[src/rtl/avn_pkg.sv]
// Shared types and constants for the vertex normal smoothing block.
`timescale 1ns / 1ps
package avn_pkg;
    localparam int ACC_W = 48;

    typedef logic signed [ACC_W-1:0] acc_t;
    typedef logic signed [15:0] q14_t;

    localparam logic [1:0] OP_LOAD = 2'd0;
    localparam logic [1:0] OP_TRI  = 2'd1;
    localparam logic [1:0] OP_READ = 2'd2;

    localparam logic [1:0] ST_DONE     = 2'd0;
    localparam logic [1:0] ST_SKIPPED  = 2'd1;
    localparam logic [1:0] ST_FALLBACK = 2'd2;
    localparam logic [1:0] ST_BAD_IDX  = 2'd3;

    localparam q14_t ONE_Q14 = 16'sd16384;
endpackage

[src/rtl/avn_norm.sv]
// Iterative normalization unit: scale, sum of squares, square root, divide.
`timescale 1ns / 1ps
module avn_norm
    import avn_pkg::*;
(
    input  logic clk,
    input  logic rst_n,
    input  logic start,
    input  acc_t vx,
    input  acc_t vy,
    input  acc_t vz,
    output logic done,
    output q14_t nx,
    output q14_t ny,
    output q14_t nz
);
    localparam logic [2:0] N_IDLE  = 3'd0;
    localparam logic [2:0] N_SHIFT = 3'd1;
    localparam logic [2:0] N_SQ    = 3'd2;
    localparam logic [2:0] N_SQRT  = 3'd3;
    localparam logic [2:0] N_DINIT = 3'd4;
    localparam logic [2:0] N_DIV   = 3'd5;

    logic [2:0]        state_reg, state_next;
    logic [ACC_W-1:0]  m_reg [3];
    logic [ACC_W-1:0]  m_next [3];
    logic [2:0]        neg_reg, neg_next;
    logic [1:0]        cnt_reg, cnt_next;
    logic [59:0]       sq_reg, sq_next;
    logic [63:0]       val_reg, val_next;
    logic [63:0]       res_reg, res_next;
    logic [63:0]       bit_reg, bit_next;
    logic [31:0]       len_reg, len_next;
    logic [45:0]       r_reg, r_next;
    logic [45:0]       d_reg, d_next;
    logic [14:0]       q_reg, q_next;
    logic [3:0]        it_reg, it_next;
    q14_t              out_reg [3];
    q14_t              out_next [3];
    logic              done_reg, done_next;
    logic [ACC_W-1:0]  orv;
    logic [15:0]       qc;

    function automatic logic [ACC_W-1:0] mag(input acc_t v);
        return v[ACC_W-1] ? (~v + 1'b1) : v;
    endfunction

    assign orv = m_reg[0] | m_reg[1] | m_reg[2];
    assign qc  = (q_reg > 15'd16384) ? 16'd16384 : {1'b0, q_reg};

    always_comb
    begin
        state_next = state_reg;
        m_next     = m_reg;
        neg_next   = neg_reg;
        cnt_next   = cnt_reg;
        sq_next    = sq_reg;
        val_next   = val_reg;
        res_next   = res_reg;
        bit_next   = bit_reg;
        len_next   = len_reg;
        r_next     = r_reg;
        d_next     = d_reg;
        q_next     = q_reg;
        it_next    = it_reg;
        out_next   = out_reg;
        done_next  = 1'b0;
        case (state_reg)
            N_IDLE:
            begin
                if (start)
                begin
                    m_next[0]  = mag(vx);
                    m_next[1]  = mag(vy);
                    m_next[2]  = mag(vz);
                    neg_next   = {vz[ACC_W-1], vy[ACC_W-1], vx[ACC_W-1]};
                    state_next = N_SHIFT;
                end
            end
            N_SHIFT:
            begin
                // move the largest magnitude's top bit to bit 29, one place a cycle
                if (|orv[ACC_W-1:30])
                begin
                    for (int i = 0; i < 3; i++)
                        m_next[i] = m_reg[i] >> 1;
                end
                else if (!orv[29])
                begin
                    for (int i = 0; i < 3; i++)
                        m_next[i] = m_reg[i] << 1;
                end
                else
                begin
                    cnt_next   = 2'd0;
                    val_next   = '0;
                    state_next = N_SQ;
                end
            end
            N_SQ:
            begin
                if (cnt_reg != 2'd0)
                    val_next = val_reg + {4'd0, sq_reg};
                if (cnt_reg == 2'd3)
                begin
                    res_next   = '0;
                    bit_next   = 64'd1 << 62;
                    state_next = N_SQRT;
                end
                else
                begin
                    sq_next  = m_reg[cnt_reg][29:0] * m_reg[cnt_reg][29:0];
                    cnt_next = cnt_reg + 2'd1;
                end
            end
            N_SQRT:
            begin
                if (bit_reg == '0)
                begin
                    len_next   = res_reg[31:0];
                    cnt_next   = 2'd0;
                    state_next = N_DINIT;
                end
                else
                begin
                    if (val_reg >= res_reg + bit_reg)
                    begin
                        val_next = val_reg - (res_reg + bit_reg);
                        res_next = (res_reg >> 1) + bit_reg;
                    end
                    else
                        res_next = res_reg >> 1;
                    bit_next = bit_reg >> 2;
                end
            end
            N_DINIT:
            begin
                r_next     = ({16'd0, m_reg[cnt_reg][29:0]} << 14) + 46'(len_reg >> 1);
                d_next     = {14'd0, len_reg} << 14;
                q_next     = '0;
                it_next    = 4'd0;
                state_next = N_DIV;
            end
            N_DIV:
            begin
                if (it_reg == 4'd15)
                begin
                    out_next[cnt_reg] = neg_reg[cnt_reg] ? -q14_t'(qc) : q14_t'(qc);
                    if (cnt_reg == 2'd2)
                    begin
                        done_next  = 1'b1;
                        state_next = N_IDLE;
                    end
                    else
                    begin
                        cnt_next   = cnt_reg + 2'd1;
                        state_next = N_DINIT;
                    end
                end
                else
                begin
                    if (r_reg >= d_reg)
                    begin
                        r_next = r_reg - d_reg;
                        q_next = {q_reg[13:0], 1'b1};
                    end
                    else
                        q_next = {q_reg[13:0], 1'b0};
                    d_next  = d_reg >> 1;
                    it_next = it_reg + 4'd1;
                end
            end
            default:
                state_next = N_IDLE;
        endcase
    end

    always_ff @(posedge clk or negedge rst_n)
    begin
        if (!rst_n)
        begin
            state_reg <= N_IDLE;
            done_reg  <= 1'b0;
        end
        else
        begin
            state_reg <= state_next;
            done_reg  <= done_next;
        end
    end

    always_ff @(posedge clk)
    begin
        m_reg   <= m_next;
        neg_reg <= neg_next;
        cnt_reg <= cnt_next;
        sq_reg  <= sq_next;
        val_reg <= val_next;
        res_reg <= res_next;
        bit_reg <= bit_next;
        len_reg <= len_next;
        r_reg   <= r_next;
        d_reg   <= d_next;
        q_reg   <= q_next;
        it_reg  <= it_next;
        out_reg <= out_next;
    end

    assign done = done_reg;
    assign nx   = out_reg[0];
    assign ny   = out_reg[1];
    assign nz   = out_reg[2];
endmodule

[config.mk]
export PLATFORM = sky130hd
export DESIGN_NAME = avn_norm
export DESIGN_NICKNAME = d
export VERILOG_FILES = /design/src/rtl/avn_pkg.sv /design/src/rtl/avn_norm.sv
export SDC_FILE = /design/constraint.sdc
export NUM_CORES = 2
export LEC_CHECK = 0
export ABC_AREA = 0
export BUFFER_PORTS_ARGS = -buffer_cell sky130_fd_sc_hd__buf_2
export CORE_UTILIZATION = 51
export CTS_CLUSTER_SIZE = 10
export DETAILED_ROUTE_END_ITERATION = 8
export HOLD_SLACK_MARGIN = 0.08
export PLACE_DENSITY = 0.68
export SYNTH_ARGS = -nofsm -noshare
export SYNTH_HDL_FRONTEND = slang
export SYNTH_SLANG_ARGS = --single-unit
[constraint.sdc]
create_clock -name clk -period 45.1 [get_ports clk]
set_input_delay 2.255 -clock clk [delete_from_list [all_inputs] [get_ports clk]]
set_output_delay 2.255 -clock clk [all_outputs]
set_load 0.02 [all_outputs]
==> impl_metrics.py <==
metrics = {
    "cts": {
        "cts_resized": 0,
        "clock_tree.root_cell": "clkbuf_16",
        "cts.sinks": 563,
        "cts_setup_buffers": 0,
        "cts_buffer_depth": 3,
        "numCtsBuffers": 72,
        "clk_pin_slew_ns": 0.06,
        "holdBufCountCts": 0,
        "cts_max_level": 3,
        "clk_latency_ns": 0.68,
        "cts_tree": "done",
    },
    "floorplan": {
        "rows": 131,
        "die-height_um": 363,
        "num_io_pins": 196,
        "fp.dieArea_um2": 131000,
        "core_um2": 128000,
        "die_x_um": 363,
        "start_util": 0.517,
    },
    "logic_synthesis": {
        "syn_area_per_cell_um2": 9.06,
        "syn_inst": 7319,
        "post-synth-top-area-cell": "edfxtp_1",
        "synth_edf_count": 559,
        "async_flop_share": 0.00710,
        "yosys-top-cells-area": "edfxtp_1, fa_1, ha_1, inv_1, nand2_1",
        "ys_warn_count": 0,
        "netlist.area_leader.share": 0.253,
        "syn_area_um2": 66300,
        "synth.distinct_cells": 84,
        "synthFlopType": "edfxtp_1",
        "ys_seq_elements": 563,
        "synthesis.nets": 8680,
        "synth_common_cells": "inv_1, nand2_1, fa_1",
        "yosysMostFrequentCell": "inv_1",
        "yosysSeqAreaShare": 0.255,
    },
    "power_and_ir_drop": {
        "power_frac_seq": 0.410,
        "p_int_mw": 1.13,
        "sw_frac_of_total": 0.308,
        "ir_drop_mv": 0.0279,
        "power_frac_comb": 0.258,
        "net-switching-power_mw": 0.503,
        "power.density_nw_per_um2": 22.9,
        "total_power_mw": 1.63,
        "pwr-share-clk": 0.332,
        "p_leak_nw": 32.0,
    },
    "worst_setup_path": {
        "critPathSlowestCell": "a2111oi_0",
        "cp-end-kind": "register",
        "crit_type": "reg2reg",
        "crit_fanout": 37,
        "worstPathRequired_ns": 45.51,
        "startpoint_type": "register",
        "worst-r2r-cell-count": 35,
        "rr_startpoint": "cnt_reg[0]$_SDFFCE_PN0P_",
        "cpPeakStageDelay_ns": 0.94,
        "path_common_cell": "fa_1",
        "arrival_ns": 11.19,
        "timing.rr.end": "sq_reg[56]$_DFFE_PP_",
        "r2r_slack_ns": 34.31,
        "critPathLaunch": "cnt_reg[0]$_SDFFCE_PN0P_",
    },
    "sta": {
        "fmax_mhz": 92.7,
        "skew_ns": 0.0336,
        "relSlewSlack": 0.194,
        "setup_viol": 0,
        "rsz0062_at_grt": "false",
        "finalHoldViolations": 0,
        "drv_slew": 0,
        "post-route-period-util": 0.239,
        "worst_pin_slew_ns": 1.20,
        "layout_min_cycle_time_ns": 10.79,
        "setup-tns-final_ns": 0,
    },
    "detailed_routing": {
        "drc": 0,
        "vias": 53922,
        "drt_iter0_markers": 5287,
        "routed_wl_mm": 196,
        "ant_nets": 0,
        "wl_per_cell_um": 21.4,
        "firstDrtPassIters": 5,
        "via_per_inst": 5.89,
    },
    "place": {
        "port_buffers": 195,
        "placed_cells": 9026,
        "place_congestion": 0.955,
        "dp_hpwl_mm": 154,
    },
    "finish": {
        "nFillCells": 11618,
        "final_net_count": 8732,
        "largest_register_ffs": 144,
        "drive_gt1_frac": 0.0597,
        "syn_to_final_growth_pct": 7.45,
        "multiInputGateArea_um2": 44500,
        "seqCellArea_um2": 16900,
        "fin_cells": 9153,
    },
    "global_routing": {
        "grt_pass1_vias": 53961,
        "antenna_found_initial": 7,
        "globalRouteTotalUtil": 0.299,
        "grt_max_degree": 240,
        "globalRoute.totalOverflow": 0,
        "grt_pass1_wl_mm": 305,
    },
    "job": {
        "drv_cap": 0,
    },
    "hold_path": {
        "hp-class": "reg2reg",
        "hold_path.startpoint": "res_reg[0]$_SDFFCE_PN0P_",
        "hold_path_depth": 0,
        "min_to": "len_reg[0]$_DFFE_PP_",
    },
    "run_status": {
        "status": "finished clean",
    },
}
[routing by layer]
metal,up-vias,share of wire,track usage
met3,405,0.082,0.0542
met1,26413,0.42,0.402
met5,-,0,0
li1,24905,-,-
met4,0,0.038,0.110
met2,2199,0.46,0.480
[through the flow]
step	util	hold slack, ns	area (um2)	setup slack [ns]
5_1_grt	0.555	0.558	71300	33.82
3_5_place_dp	0.538	0.499	69100	34.48
3_3_place_gp	0.538	0.519	69100	34.56
6_report	0.555	0.548	71300	34.31
2_1_floorplan	-	0.433	66300	19.20
4_1_cts	0.555	0.544	71200	34.43
[placed cells by master, fill, tap and decap left out, types with 97 or more instances in the layout]
| cell type | Yosys | routed |
|---|---|---|
| fa_1 | 698 | 698 |
| inv_1 | 1061 | 1060 |
| xnor2_1 | 290 | 290 |
| a21o_1 | 168 | 168 |
| o21ai_0 | 360 | 360 |
| buf_2 | 2 | 195 |
| a21oi_1 | 395 | 377 |
| a31oi_1 | 182 | 180 |
| ha_1 | 516 | 516 |
| nand2_1 | 803 | 803 |
| xor2_1 | 224 | 224 |
| nand4_1 | 97 | 97 |
| edfxtp_1 | 559 | 559 |
| nor2_1 | 658 | 655 |
[worst max-delay path by stage]
stage          depth (start not counted)  slack (ns)              endpoint
3_5_place_dp                          34       34.48  sq_reg[57]$_DFFE_PP_
5_1_grt                               35       33.82  sq_reg[56]$_DFFE_PP_
3_3_place_gp                          35       34.56  sq_reg[56]$_DFFE_PP_
6_report                              35       34.31  sq_reg[56]$_DFFE_PP_
2_1_floorplan                          2       19.20    m_reg[0]$_DFFE_PP_
4_1_cts                               34       34.43  sq_reg[57]$_DFFE_PP_
[final cells by class]
cell class	count	area share
clock inverters	25	0.00334
clock buffers	95	0.0268
multi-input cells	5394	0.624
flip-flops and latches	563	0.237
well taps	1729	0.0304
inverters	1074	0.0566
diodes	7	0.000246
repair buffers	266	0.0215
[worst max-delay path, delay by kind of cell, from the launching register on]
kind / cells / cell delay [ns]
AO/OA/AOI/OAI: 10 / 2.95
XOR/XNOR: 2 / 0.30
adder cells (fa/ha/maj): 9 / 3.72
buffers and inverters: 11 / 2.50
flip-flops: 1 / 0.33
AND/OR/NAND/NOR: 3 / 0.67
[cell families (layout without fill, tap and decap cells)]
family | Yosys count | count (layout) | share of synthesized area
flops | 563 | 563 | 0.255
mux | 37 | 37 | 0.00560
buf+inv | 1362 | 1460 | 0.0773
fa+ha+maj | 1214 | 1214 | 0.308
other cells | 0 | 7 | 0
simple gates | 2052 | 2052 | 0.137
xor+xnor | 514 | 514 | 0.0679
compound gates | 1577 | 1577 | 0.149
[power by group through the flow]
stage	combinational (mW)	sequential, mW	clock, mW
final	0.422	0.669	0.542
after global routing	0.470	0.673	0.570
after CTS	0.417	0.669	0.553
after detailed placement	0.414	0.679	0
after global placement	0.406	0.678	0
after floorplan	0.318	0.673	0
No activity file was read; power rests on OpenSTA's default activity.
